## config.mk

```make
export PLATFORM = sky130hd
export DESIGN_NAME = nfa_ctrl
export DESIGN_NICKNAME = d
export VERILOG_FILES = /design/src/sv/nfa_pkg.sv /design/src/sv/nfa_ctrl.sv
export SDC_FILE = /design/constraint.sdc
export NUM_CORES = 1
export LEC_CHECK = 0
export BUFFER_PORTS_ARGS = -buffer_cell sky130_fd_sc_hd__buf_2
export CORE_ASPECT_RATIO = 0.75
export CORE_MARGIN = 2
export CORE_UTILIZATION = 30
export CTS_CLUSTER_DIAMETER = 80
export CTS_CLUSTER_SIZE = 20
export DETAILED_ROUTE_END_ITERATION = 10
export GPL_TIMING_DRIVEN = 0
export HOLD_SLACK_MARGIN = 0.06
export PLACE_DENSITY = 0.55
export SYNTH_ARGS = -nofsm -noshare
export SYNTH_HDL_FRONTEND = slang
export SYNTH_SLANG_ARGS = --single-unit
```

## constraint.sdc

```tcl
create_clock -name clk_i -period 3.84 [get_ports clk_i]
set_clock_uncertainty 0.15 [all_clocks]
set_input_delay 0.384 -clock clk_i [delete_from_list [all_inputs] [get_ports clk_i]]
set_output_delay 0.384 -clock clk_i [all_outputs]
set_load 0.05 [all_outputs]
```

## src/sv/nfa_pkg.sv

```systemverilog
`timescale 1ns / 1ps
// ----------------------------------------------------------------------------
// nfa_pkg: shared types and constants for the next-fit arena allocator
// Arena geometry, controller commands and datapath status.
// ----------------------------------------------------------------------------
package nfa_pkg;

  localparam int ArenaBytes  = 8192;
  localparam int HeaderBytes = 16;
  localparam int AddrW       = $clog2(ArenaBytes);
  localparam int ValW        = AddrW + 2;   // room for sums past the arena end
  localparam int WalkW       = AddrW + 1;

  typedef logic [AddrW-1:0] addr_t;
  typedef logic [ValW-1:0]  val_t;

  // Header-store commands driven by the controller.
  typedef enum logic [3:0] {
    OP_NONE,
    OP_RD_SIZE,     // read size of addr
    OP_RD_LINK,     // read link of addr
    OP_RD_LINK0,    // read link of addr; not issued by the controller
    OP_WR_SIZE,
    OP_WR_LINK
  } mem_op_e;

  typedef struct packed {
    mem_op_e  op;
    val_t     addr;
    val_t     wdata;
  } mem_cmd_t;

  typedef struct packed {
    val_t rdata;
  } mem_sts_t;

endpackage

```

## src/sv/nfa_ctrl.sv

```systemverilog
`timescale 1ns / 1ps
// ----------------------------------------------------------------------------
// nfa_ctrl: allocator sequencer
// Walks the free ring, the physical chain and the back-link chain, issuing
// at most one header read or write per step.
// ----------------------------------------------------------------------------
module nfa_ctrl (
  input  logic                 clk_i,
  input  logic                 rst_ni,
  input  logic                 start_i,
  input  logic                 opcode_i,
  input  logic [12:0]          request_size_i,
  input  logic [12:0]          payload_offset_i,
  input  logic                 clr_done_i,
  input  nfa_pkg::mem_sts_t    sts_i,
  output nfa_pkg::mem_cmd_t    cmd_o,
  output logic                 busy_o,
  output logic                 done_o,
  output logic [12:0]          granted_offset_o,
  output logic                 alloc_failed_o
);
  import nfa_pkg::*;

  typedef enum logic [22:0] {
    S_IDLE    = 23'd1 << 0,
    S_A_LNK   = 23'd1 << 1,  // cur = link(prev)
    S_A_SZ    = 23'd1 << 2,  // read size(cur)
    S_A_CHK   = 23'd1 << 3,
    S_A_NXT   = 23'd1 << 4,  // cur = link(cur)
    S_U_LNK   = 23'd1 << 5,  // unlink: read link(cur)
    S_U_WR    = 23'd1 << 6,  // link(prev) = link(cur)
    S_U_PSZ   = 23'd1 << 7,  // predecessor walk: read size(p)
    S_U_PNX   = 23'd1 << 8,
    S_U_FIN   = 23'd1 << 9,
    S_C_WSZ   = 23'd1 << 10, // carve: size(nb)=req
    S_C_WLK   = 23'd1 << 11,
    S_C_RLK   = 23'd1 << 12, // read link(nxt)
    S_C_CHK   = 23'd1 << 13,
    S_C_SZ    = 23'd1 << 14,
    S_F_LNK   = 23'd1 << 15, // prev = link(h)
    S_F_TL    = 23'd1 << 16, // taken: read link(prev)
    S_F_T0    = 23'd1 << 17, // taken: read link(0)
    S_F_TCHK  = 23'd1 << 18,
    S_F_RLK   = 23'd1 << 19, // not entered; issues no command
    S_F_W1    = 23'd1 << 20,
    S_F_W2    = 23'd1 << 21,
    S_DONE    = 23'd1 << 22
  } state_e;

  state_e      state_q, state_d;
  val_t        cursor_q, cursor_d;
  val_t        prev_q, prev_d;
  val_t        cur_q, cur_d;
  val_t        p_q, p_d;
  val_t        tmp_q, tmp_d;     // size of cur, or link value
  val_t        lk_q, lk_d;       // link(prev) during taken test
  val_t        req_q, req_d;
  val_t        h_q, h_d;
  logic [WalkW-1:0] steps_q, steps_d;
  logic [12:0] gnt_q, gnt_d;
  logic        fail_q, fail_d;
  logic        last_step;
  logic        is_taken;
  val_t        rd;
  logic [ValW:0] need;

  assign rd        = sts_i.rdata;
  assign busy_o    = (state_q != S_IDLE) || !clr_done_i;
  assign last_step = (steps_q == WalkW'(ArenaBytes - 1));
  assign need      = {1'b0, req_q} + (ValW+1)'(2 * HeaderBytes);

  // taken(prev): lk_q = link(prev), rd = link(0)
  always_comb begin
    if (prev_q == '0)               is_taken = 1'b0;
    else if (lk_q > prev_q)         is_taken = 1'b0;
    else if (lk_q != '0)            is_taken = 1'b1;
    else if (rd > prev_q)           is_taken = 1'b1;
    else                            is_taken = (rd == '0);
  end

  always_comb begin
    state_d  = state_q;
    cursor_d = cursor_q;
    prev_d   = prev_q;
    cur_d    = cur_q;
    p_d      = p_q;
    tmp_d    = tmp_q;
    lk_d     = lk_q;
    req_d    = req_q;
    h_d      = h_q;
    steps_d  = steps_q;
    gnt_d    = gnt_q;
    fail_d   = fail_q;
    cmd_o    = '{op: OP_NONE, addr: '0, wdata: '0};
    done_o   = 1'b0;
    unique case (state_q)
      S_IDLE: begin
        if (start_i && clr_done_i) begin
          req_d   = val_t'(request_size_i);
          steps_d = '0;
          if (!opcode_i) begin
            prev_d  = cursor_q;
            state_d = S_A_LNK;
          end else if (payload_offset_i >= 13'(HeaderBytes)) begin
            h_d     = val_t'(payload_offset_i) - val_t'(HeaderBytes);
            state_d = S_F_LNK;
          end
        end
      end
      // ---------------- allocate ----------------
      S_A_LNK: begin
        cmd_o   = '{op: OP_RD_LINK, addr: prev_q, wdata: '0};
        state_d = S_A_SZ;
      end
      S_A_SZ: begin
        cur_d   = rd;
        cmd_o   = '{op: OP_RD_SIZE, addr: rd, wdata: '0};
        state_d = S_A_CHK;
      end
      S_A_CHK: begin
        tmp_d = rd;
        if (rd >= req_q) begin
          fail_d = 1'b0;
          if ({1'b0, rd} < need) begin
            cursor_d = '0;
            state_d  = S_U_LNK;
          end else begin
            cursor_d = cur_q;
            state_d  = S_C_WSZ;
          end
        end else if (&steps_q) begin
          // back at the cursor and even that block is too small
          fail_d  = 1'b1;
          gnt_d   = '0;
          state_d = S_DONE;
        end else begin
          prev_d  = cur_q;
          cmd_o   = '{op: OP_RD_LINK, addr: cur_q, wdata: '0};
          state_d = S_A_NXT;
        end
      end
      S_A_NXT: begin
        cur_d = rd;
        if (rd == cursor_q) begin
          // wrapped: mark the last size check with an all-ones step count
          cmd_o   = '{op: OP_RD_SIZE, addr: rd, wdata: '0};
          steps_d = '1;
          state_d = S_A_CHK;
        end else if (last_step) begin
          fail_d  = 1'b1;
          gnt_d   = '0;
          state_d = S_DONE;
        end else begin
          steps_d = steps_q + 1'b1;
          cmd_o   = '{op: OP_RD_SIZE, addr: rd, wdata: '0};
          state_d = S_A_CHK;
        end
      end
      // unlink whole block
      S_U_LNK: begin
        cmd_o   = '{op: OP_RD_LINK, addr: cur_q, wdata: '0};
        state_d = S_U_WR;
      end
      S_U_WR: begin
        cursor_d = rd;
        cmd_o    = '{op: OP_WR_LINK, addr: prev_q, wdata: rd};
        p_d      = prev_q;
        steps_d  = '0;
        state_d  = S_U_PSZ;
      end
      S_U_PSZ: begin
        if (p_q < cur_q && p_q < val_t'(ArenaBytes) &&
            steps_q < WalkW'(ArenaBytes)) begin
          prev_d  = p_q;
          cmd_o   = '{op: OP_RD_SIZE, addr: p_q, wdata: '0};
          state_d = S_U_PNX;
        end else begin
          state_d = S_U_FIN;
        end
      end
      S_U_PNX: begin
        p_d     = p_q + val_t'(HeaderBytes) + rd;
        steps_d = steps_q + 1'b1;
        state_d = S_U_PSZ;
      end
      S_U_FIN: begin
        cmd_o   = '{op: OP_WR_LINK, addr: cur_q, wdata: prev_q};
        gnt_d   = 13'(cur_q + val_t'(HeaderBytes));
        state_d = S_DONE;
      end
      // carve from top; h_q holds nb
      S_C_WSZ: begin
        h_d     = cur_q + tmp_q - req_q;
        cmd_o   = '{op: OP_WR_SIZE, addr: cur_q + tmp_q - req_q, wdata: req_q};
        state_d = S_C_WLK;
      end
      S_C_WLK: begin
        cmd_o   = '{op: OP_WR_LINK, addr: h_q, wdata: cur_q};
        p_d     = cur_q + val_t'(HeaderBytes) + tmp_q;
        state_d = S_C_RLK;
      end
      S_C_RLK: begin
        cmd_o   = '{op: OP_RD_LINK, addr: p_q, wdata: '0};
        state_d = S_C_CHK;
      end
      S_C_CHK: begin
        if (p_q < val_t'(ArenaBytes) && rd == cur_q) begin
          cmd_o = '{op: OP_WR_LINK, addr: p_q, wdata: h_q};
        end
        state_d = S_C_SZ;
      end
      S_C_SZ: begin
        cmd_o   = '{op: OP_WR_SIZE, addr: cur_q,
                    wdata: tmp_q - req_q - val_t'(HeaderBytes)};
        gnt_d   = 13'(h_q + val_t'(HeaderBytes));
        state_d = S_DONE;
      end
      // ---------------- free ----------------
      S_F_LNK: begin
        cmd_o   = '{op: OP_RD_LINK, addr: h_q, wdata: '0};
        state_d = S_F_TL;
      end
      S_F_TL: begin
        prev_d  = rd;
        cmd_o   = '{op: OP_RD_LINK, addr: rd, wdata: '0};
        state_d = S_F_T0;
      end
      S_F_T0: begin
        lk_d    = rd;
        cmd_o   = '{op: OP_RD_LINK, addr: '0, wdata: '0};
        state_d = S_F_TCHK;
      end
      S_F_TCHK: begin
        if (!is_taken) begin
          tmp_d   = lk_q;
          state_d = S_F_W1;
        end else begin
          prev_d = lk_q;
          if (last_step) begin
            state_d = S_IDLE;
          end else begin
            steps_d = steps_q + 1'b1;
            cmd_o   = '{op: OP_RD_LINK, addr: lk_q, wdata: '0};
            state_d = S_F_T0;
          end
        end
      end
      S_F_RLK: begin
        state_d = S_F_W1;
      end
      S_F_W1: begin
        cmd_o   = '{op: OP_WR_LINK, addr: h_q, wdata: tmp_q};
        state_d = S_F_W2;
      end
      S_F_W2: begin
        cmd_o   = '{op: OP_WR_LINK, addr: prev_q, wdata: h_q};
        state_d = S_IDLE;
      end
      S_DONE: begin
        done_o  = 1'b1;
        state_d = S_IDLE;
      end
      default: state_d = S_IDLE;
    endcase
  end

  always_ff @(posedge clk_i or negedge rst_ni) begin
    if (!rst_ni) begin
      state_q  <= S_IDLE;
      cursor_q <= '0;
      steps_q  <= '0;
      fail_q   <= 1'b0;
      gnt_q    <= '0;
    end else begin
      state_q  <= state_d;
      cursor_q <= cursor_d;
      steps_q  <= steps_d;
      fail_q   <= fail_d;
      gnt_q    <= gnt_d;
    end
  end

  always_ff @(posedge clk_i) begin
    prev_q <= prev_d;
    cur_q  <= cur_d;
    p_q    <= p_d;
    tmp_q  <= tmp_d;
    lk_q   <= lk_d;
    req_q  <= req_d;
    h_q    <= h_d;
  end

  assign granted_offset_o = fail_q ? 13'd0 : gnt_q;
  assign alloc_failed_o   = fail_q;

endmodule

```

Yosys cells after proc, flatten, opt, wreduce, memory -nomap -nowiden. Index checks and enable logic that the tools add are counted. Widths: inputs -> output; s select.

Add/sub/neg operators: 12. Order comparisons: 8. Equality and inequality tests: 42. Mux-type cells: 59. Reductions and logical operators: 30.

Operators by type and width (number): $pmux 33 s19 (1); $pmux 23 s19 (1); $mux 15 (12); $mux 23 (7); $mux 32 (4); $mux 31 (3); $pmux 15 s2 (3); $pmux 15 s5 (1); $pmux 14 s5 (1); $mux 13 (5); $mux 14 (4); $pmux 13 s4 (1); $add 15x15->15 (3); $pmux 15 s3 (1); $mux 33 (1); $add 15x5->15 const B (2); $eq 15x15->1 (2); $gt 15x15->1 (2); $logic_not 15->1 (2); $sub 15x13->15 (2); $ne 2x2->1 const B (13); $eq 23x1->1 const B (1); $eq 23x10->1 const B (1); $eq 23x11->1 const B (1); other kinds (55) (77).

Register bits after elaboration: 169. Input port bits: 46. Output and inout port bits: 50. Logic and storage cells: 163.

Longest topological paths before layout. Gate-level depths: netlist of the first run.

Depth after elaboration: 7. Gate-level depth with buffers: 14. Depth with buffers taken out: 14.

Worst setup path before layout of the first run. No wires, ideal clock.

Path type: reg-to-output. Start: register cur_q[1]. End: output cmd_o[27] in the netlist's numbering. Arrival time: 3.878 ns. Required time: 3.306 ns. Path slack: -0.572 ns. Cell stages (with the launch flop): 13. Path buffers: 0. Path through: edfxtp_1 inv_1 fa_1 inv_1 fa_1 a211o_1 o211ai_1 a21oi_1 o41a_1 a2111oi_0 nor3_1 xnor2_1 o221ai_1.

RTL lines: from (decl) (line nfa_ctrl.sv:53) `val_t cur_q, cur_d;`; from (signal assigned) (line nfa_ctrl.sv:285) `cur_q <= cur_d;`; to (decl) (line nfa_ctrl.sv:16) `output nfa_pkg::mem_cmd_t cmd_o,`.

==> results of run 1 <==
worst max-delay path, cell delays in order, from the launching register on:
cell and delay [ns]:
edfxtp_1 0.50, inv_2 0.08, fa_1 0.55, inv_2 0.06, fa_2 0.38, a211o_1 0.26, o211ai_1 0.11, a21oi_2 0.10
o41a_1 0.40, a2111oi_4 0.33, nor3_2 0.09, xnor2_2 0.15, buf_6 0.14, o221ai_4 0.21, buf_6 0.21
metrics by stage:
step | TNS (ns) | util (%) | std cells | area [sq um]
finish | -9.95 | 42.0 | 2594 | 19900
global route | -13.08 | 42.0 | 2594 | 19900
CTS | -10.17 | 40.4 | 2563 | 19200
detailed placement | -80.23 | 33.3 | 2353 | 15800
global placement | -92.81 | 33.2 | 2351 | 15800
floorplan | -0.143 | - | 1618 | 14500
flip-flops by register name, summed over array words and instances, names as in the netlist:
signal	flops
cur_q	15
gnt_q	13
state_q	22
cursor_q	15
prev_q	15
req_q	13
alloc_failed_o	1
p_q	15
h_q	15
lk_q	15
tmp_q	15
steps_q	14
synth_stat cells, drive strengths merged (36+ instances only):
cell type	count
o21ai	73
a21o	40
nor2	84
edfxtp	103
a222oi	42
a22oi	51
xnor2	67
ha	154
inv	142
a21oi	62
nand2	176
xor2	36
nor3	50
dfrtp	64
clkbuf	57
power breakdown:
| group | internal (mW) | switching, mW | total (mW) |
|---|---|---|---|
| Clock | 0.975 | 0.879 | 1.85 |
| Combinational | 1.03 | 1.77 | 2.80 |
| Sequential | 2.12 | 0.164 | 2.28 |
| Total | 4.12 | 2.81 | 6.94 |
area by class of cell:
cell class	count	area share, %
clock buffer	18	2.15
clock inverter	14	0.835
multi-input combinational	1224	50.6
sequential	168	23.7
buffer	70	2.59
inverter	142	2.81
tap	639	4.01
timing repair buffer	319	13.3
final timing paths:
| check | from | endpoint | slack, ns | depth (start not counted) |
|---|---|---|---|---|
| min in group asynchronous | rst_ni | steps_q[1] | 0.43 | 2 |
| worst max-delay path | cur_q[1] | cmd_o[27] | -0.73 | 14 |
| worst max register to register | cur_q[1] | h_q[14] | -0.07 | 15 |
| worst min-delay path | sts_i[14] | cur_q[14] | 0.07 | 1 |
| max in group asynchronous | rst_ni | state_q[12] | 2.45 | 2 |
| worst min register to register | gnt_q[9] | gnt_q[9] | 0.32 | 2 |
logic make-up after synthesis:
group                      count (synthesis)
AOI/OAI and AO/OA                        417
other                                      1
DFF                                      168
adders and majority gates                170
muxes                                      2
and+or+nand+nor                          531
xor gates and xnor gates                 103
buffers and inverters                    226
what timing repair did:
| action | CTS | global route |
|---|---|---|
| resized for setup | 330 | 125 |
| setup endpoints to repair | 161 | 111 |
| pin swaps | 85 | 79 |
| hold buffers | 21 | 0 |
| buffers inserted | 160 | 54 |
| endpoints found under the hold margin | 87 | 0 |
| gates cloned | 5 | 0 |
layer usage:
layer / vias up / GRT usage, % / share of wire [%]
met5: - / 0 / 0
met2: 998 / 37.8 / 39
met1: 7475 / 40.5 / 43
met4: 0 / 6.87 / 2.8
met3: 118 / 9.14 / 15
li1: 6678 / - / -
==> flow_summary.yaml, run 1 <==
cells_and_area:
  final_cell_mix: "172 x buf_4, 163 x nand2_1, 137 x ha_1, 122 x inv_1, 103 x edfxtp_1"
  final_common_cell: "buf_4"
  nets: 2158
  diodes: 0
  synthToLayoutAreaGrowth_pct: 38.0
  nFillCells: 4646
  multi_input_area_sq_um: 10100
  drive_gt1_share_pct: 29.7
  regArea_sq_um: 4720
timing:
  fin_ws_ns: -0.725
  worstMarginPinSlew_ns: 1.29
  period_share_pct: 119
  hold_viol: 0
  hold_ws_ns: 0.0654
  setup_viol: 34
  max_freq_mhz: 219
  slew_headroom_pct: 13.4
  rsz0062_at_grt: "yes"
  drv_slew: 0
  post-route-min-period_ns: 4.57
route:
  vias_per_cell: 5.89
  drc: 0
  drt_first_iter_violations: 2418
  wl_um: 69500
  routedWlPerCell_um: 26.8
  via_count: 15300
  ant_nets: 0
  drt_pass1_iterations: 9
yosys:
  yosysTopAreaCell: "edfxtp_1"
  syn_avg_cell_area_sq_um: 8.93
  synth_ff_type: "edfxtp_1"
  synth_mux_area_share_pct: 0.156
  synth-edff-count: 103
  ys_seq_area_share_pct: 32.7
  synthAdderAreaFrac_pct: 15.6
  yosys.area_share.xor_xnor_pct: 6.25
  yosysUniqueCellTypes: 73
  ys.warnings.count: 0
  synthSimpleGateAreaFrac_pct: 18.7
  synth-async-reset-ratio_pct: 38.7
  synth_top_area_share_pct: 21.4
  synthesis.nets: 1834
  yosys-top-cells-area: "edfxtp_1 21%, ha_1 13%, dfrtp_1 11%"
  syn-cell-area_sq_um: 14400
  synth_compound_area_share_pct: 20.4
  syn_inst: 1618
  ys_ff_latch: 168
  synth_top_family_by_area: "compound AO/OA/AOI/OAI gates"
clock_network:
  htree_levels: 4
  insertion_delay_ns: 0.48
  cts.sinks: 168
  clk_pin_slew_worst_paths_ns: 0.07
  cts_made_buffers: 17
  ctsRootBufferMaster: "clkbuf_16"
  cts.path.max_buffers: 2
  cts_tree: "yes"
global_route:
  grt_pass1_wl_um: 99400
  antenna_found_initial: 0
  grt_max_degree: 66
  track_usage_pct: 27.4
  overflow: 0
  grt_pass1_vias: 14500
placement:
  dpl.hpwl_um: 51100
  place_ws_ns: -1.14
  gp_congestion: 0.983
  io_buffers: 94
setup_path:
  critPathKind: "reg2out"
  crit_fanout: 3
  cp-start-kind: "register"
  end_kind: "output pin"
  worstPathArrival_ns: 4.03
  cp.required_ns: 3.31
die:
  ios: 96
  dieWidth_um: 257
  die_h_um: 194
  start_util_pct: 30.4
  core_sq_um: 47500
  rows: 69
  dieArea_sq_um: 49900
job:
  maxCapViolations: 0
outcome:
  violations: "setup timing"
  status: "complete, but fails checks"
power_and_ir_drop:
  ir_worst_vdd_mv: 0.425
  power_mw: 6.94
  power_density_nw_per_um2: 348
  power.leakage_nw: 8.56
min_path:
  worstHoldPathType: "in2reg"
(Power assumes the default switching activity.)
==> inputs of run 2 (changes only) <==
Settings changed: CELL_PAD_IN_SITES_DETAIL_PLACEMENT set to 0, CELL_PAD_IN_SITES_GLOBAL_PLACEMENT set to 1, PLACE_DENSITY 0.55 to 0.65.
==> run 2 against run 1 <==
Compared with the run above:
- the flow still finishes with violations (setup timing)
- combinational power shrank 2%
- first-iteration DRC count fell by 22%
- design area decreased by 2.9%
- routed wire length grew 4.1%
- count of clock-buffer cells in the layout is 4 higher
- worst hold slack improved by 0.022 ns
- sequential share of layout area up 0.70 points
- register-to-register slack worse by 0.10 ns
- core utilization is 1.2 points lower
- flip-flop and latch count unchanged
- sequential power about the same
- non-clock buffer count is 46 lower
- critical endpoint unchanged
==> flow_summary.yaml, run 2 (synthesis gave the netlist of run 1 again) <==
outcome:
  status: "complete, but fails checks"
  violations: "setup timing"
route:
  wl_um: 72400
  routedWlPerCell_um: 28.4
  drt_first_iter_violations: 1897
  ant_nets: 0
  drc: 0
  via_count: 14900
  drt_pass1_iterations: 9
  vias_per_cell: 5.83
setup_path:
  reg2reg_to: "h_q[14]"
  critPathBufInv: 4
  slowest_delay_ns: 0.54
  path_cells: "inv_4 -> fa_1 -> inv_2 -> fa_2 -> a211o_1 -> o211ai_1 -> a21oi_2 -> o41a_1 -> a2111oi_4 -> nor3_2 -> xnor2_2 -> buf_6 -> o221ai_4 -> buf_6"
  critPathSlowestCell: "edfxtp_1"
  reg2reg_depth: 15
  r2r-start: "cur_q[1]"
  cp_top_family: "compound AO/OA/AOI/OAI gates"
  crit_top_cell: "buf_6"
  reg2reg_slack_ns: -0.17
  cp.required_ns: 3.31
  critPathKind: "reg2out"
  crit_cells: 14
  cp-start-kind: "register"
  crit_fanout: 3
  end_kind: "output pin"
  worstPathArrival_ns: 4.11
clock_network:
  insertion_delay_ns: 0.49
  cts.sinks: 168
  htree_levels: 4
  ctsRootBufferMaster: "clkbuf_16"
  cts.path.max_buffers: 2
  cts_made_buffers: 17
  clk_pin_slew_worst_paths_ns: 0.07
  cts_tree: "yes"
placement:
  io_buffers: 94
  place_ws_ns: -1.46
  dpl.hpwl_um: 54100
  gp_congestion: 0.979
timing:
  drv_slew: 0
  post-route-min-period_ns: 4.65
  setup_viol: 33
  slew_headroom_pct: 20.4
  hold_ws_ns: 0.0875
  period_share_pct: 121
  hold_viol: 0
  max_freq_mhz: 215
  rsz0062_at_grt: "yes"
  worstMarginPinSlew_ns: 1.19
  fin_ws_ns: -0.805
power_and_ir_drop:
  p_sw_share_pct: 40.4
  seqPwrFrac_pct: 33.2
  p_comb_share_pct: 39.6
  power_frac_clock_pct: 27.2
  power.leakage_nw: 8.24
  power.switching_mw: 2.80
  power_density_nw_per_um2: 358
  ir_worst_vdd_mv: 0.252
  intPower_mw: 4.12
global_route:
  antenna_found_initial: 3
  grt_max_degree: 65
  grt_pass1_vias: 14200
  grt_pass1_wl_um: 101000
  track_usage_pct: 28.5
  overflow: 0
die:
  die_h_um: 194
  dieArea_sq_um: 49900
  core_sq_um: 47500
  start_util_pct: 30.4
  ios: 96
  rows: 69
  dieWidth_um: 257
cells_and_area:
  largest-register: "state_q"
  largest_reg_flops: 22
  synthToLayoutAreaGrowth_pct: 34.0
  final_common_cell: "nand2_1"
  nets: 2112
  diodes: 0
  final_cell_mix: "167 x nand2_1, 144 x buf_4, 139 x ha_1, 122 x inv_1, 103 x edfxtp_1"
  final_util_pct: 40.8
  drive_gt1_share_pct: 26.6
min_path:
  worstHoldPathType: "in2async"
job:
  maxCapViolations: 0
[run 2: cell type report]
class | instances | area, sq um
plain buffers | 71 | 523
clock buffers | 22 | 495
clock inverters | 10 | 105
fillers | 4739 | 28100
inverters | 142 | 558
multi-input cells | 1224 | 9910
flip-flops and latches | 168 | 4720
well taps | 639 | 800
repair buffers | 272 | 2240
[run 2: repair_timing]
| action | 4_1_cts | 5_1_grt |
|---|---|---|
| pin swaps | 68 | 47 |
| gates resized for setup | 322 | 70 |
| gates cloned | 2 | 0 |
| endpoints found under the hold margin | 84 | 0 |
| endpoints found under the setup margin | 152 | 86 |
| buffers inserted | 121 | 39 |
| hold buffers | 19 | 0 |
[run 2: stage by stage]
stage	std cells	power, mW	setup TNS (ns)	instance area, sq um
finish	2548	6.92	-9.78	19400
global route	2548	7.21	-12.16	19400
CTS	2521	6.77	-7.63	18900
detailed placement	2354	4.49	-89.37	15800
global placement	2351	4.46	-95.86	15800
floorplan	1618	3.79	-0.143	14500
[run 2: power by group through the flow]
stage | registers (mW) | clock network (mW) | logic (mW)
floorplan | 2.28 | 0 | 1.51
global placement | 2.37 | 0 | 2.08
detailed placement | 2.38 | 0 | 2.11
CTS | 2.29 | 1.89 | 2.58
global route | 2.31 | 1.96 | 2.94
finish | 2.30 | 1.88 | 2.74
[run 2: how the worst max path moves through the flow]
stage | startpoint | endpoint | slack [ns]
2_1_floorplan | cur_q[1] | cmd_o[27] | -0.14
3_3_place_gp | sts_i[0] | prev_q[2] | -1.41
3_5_place_dp | sts_i[0] | prev_q[0] | -1.46
4_1_cts | cur_q[1] | cmd_o[27] | -0.83
5_1_grt | cur_q[1] | cmd_o[27] | -0.92
6_report | cur_q[1] | cmd_o[27] | -0.81
[run 2: layer usage]
metal / share of wire (%) / wire, um / GRT usage [%] / vias up
met4: 3.7 / 2700 / 10.4 / 8
li1: - / - / - / 6576
met5: 0.075 / 54 / 0 / -
met2: 40 / 28800 / 39.4 / 853
met3: 13 / 9490 / 10.6 / 119
met1: 43 / 31300 / 40.0 / 7294
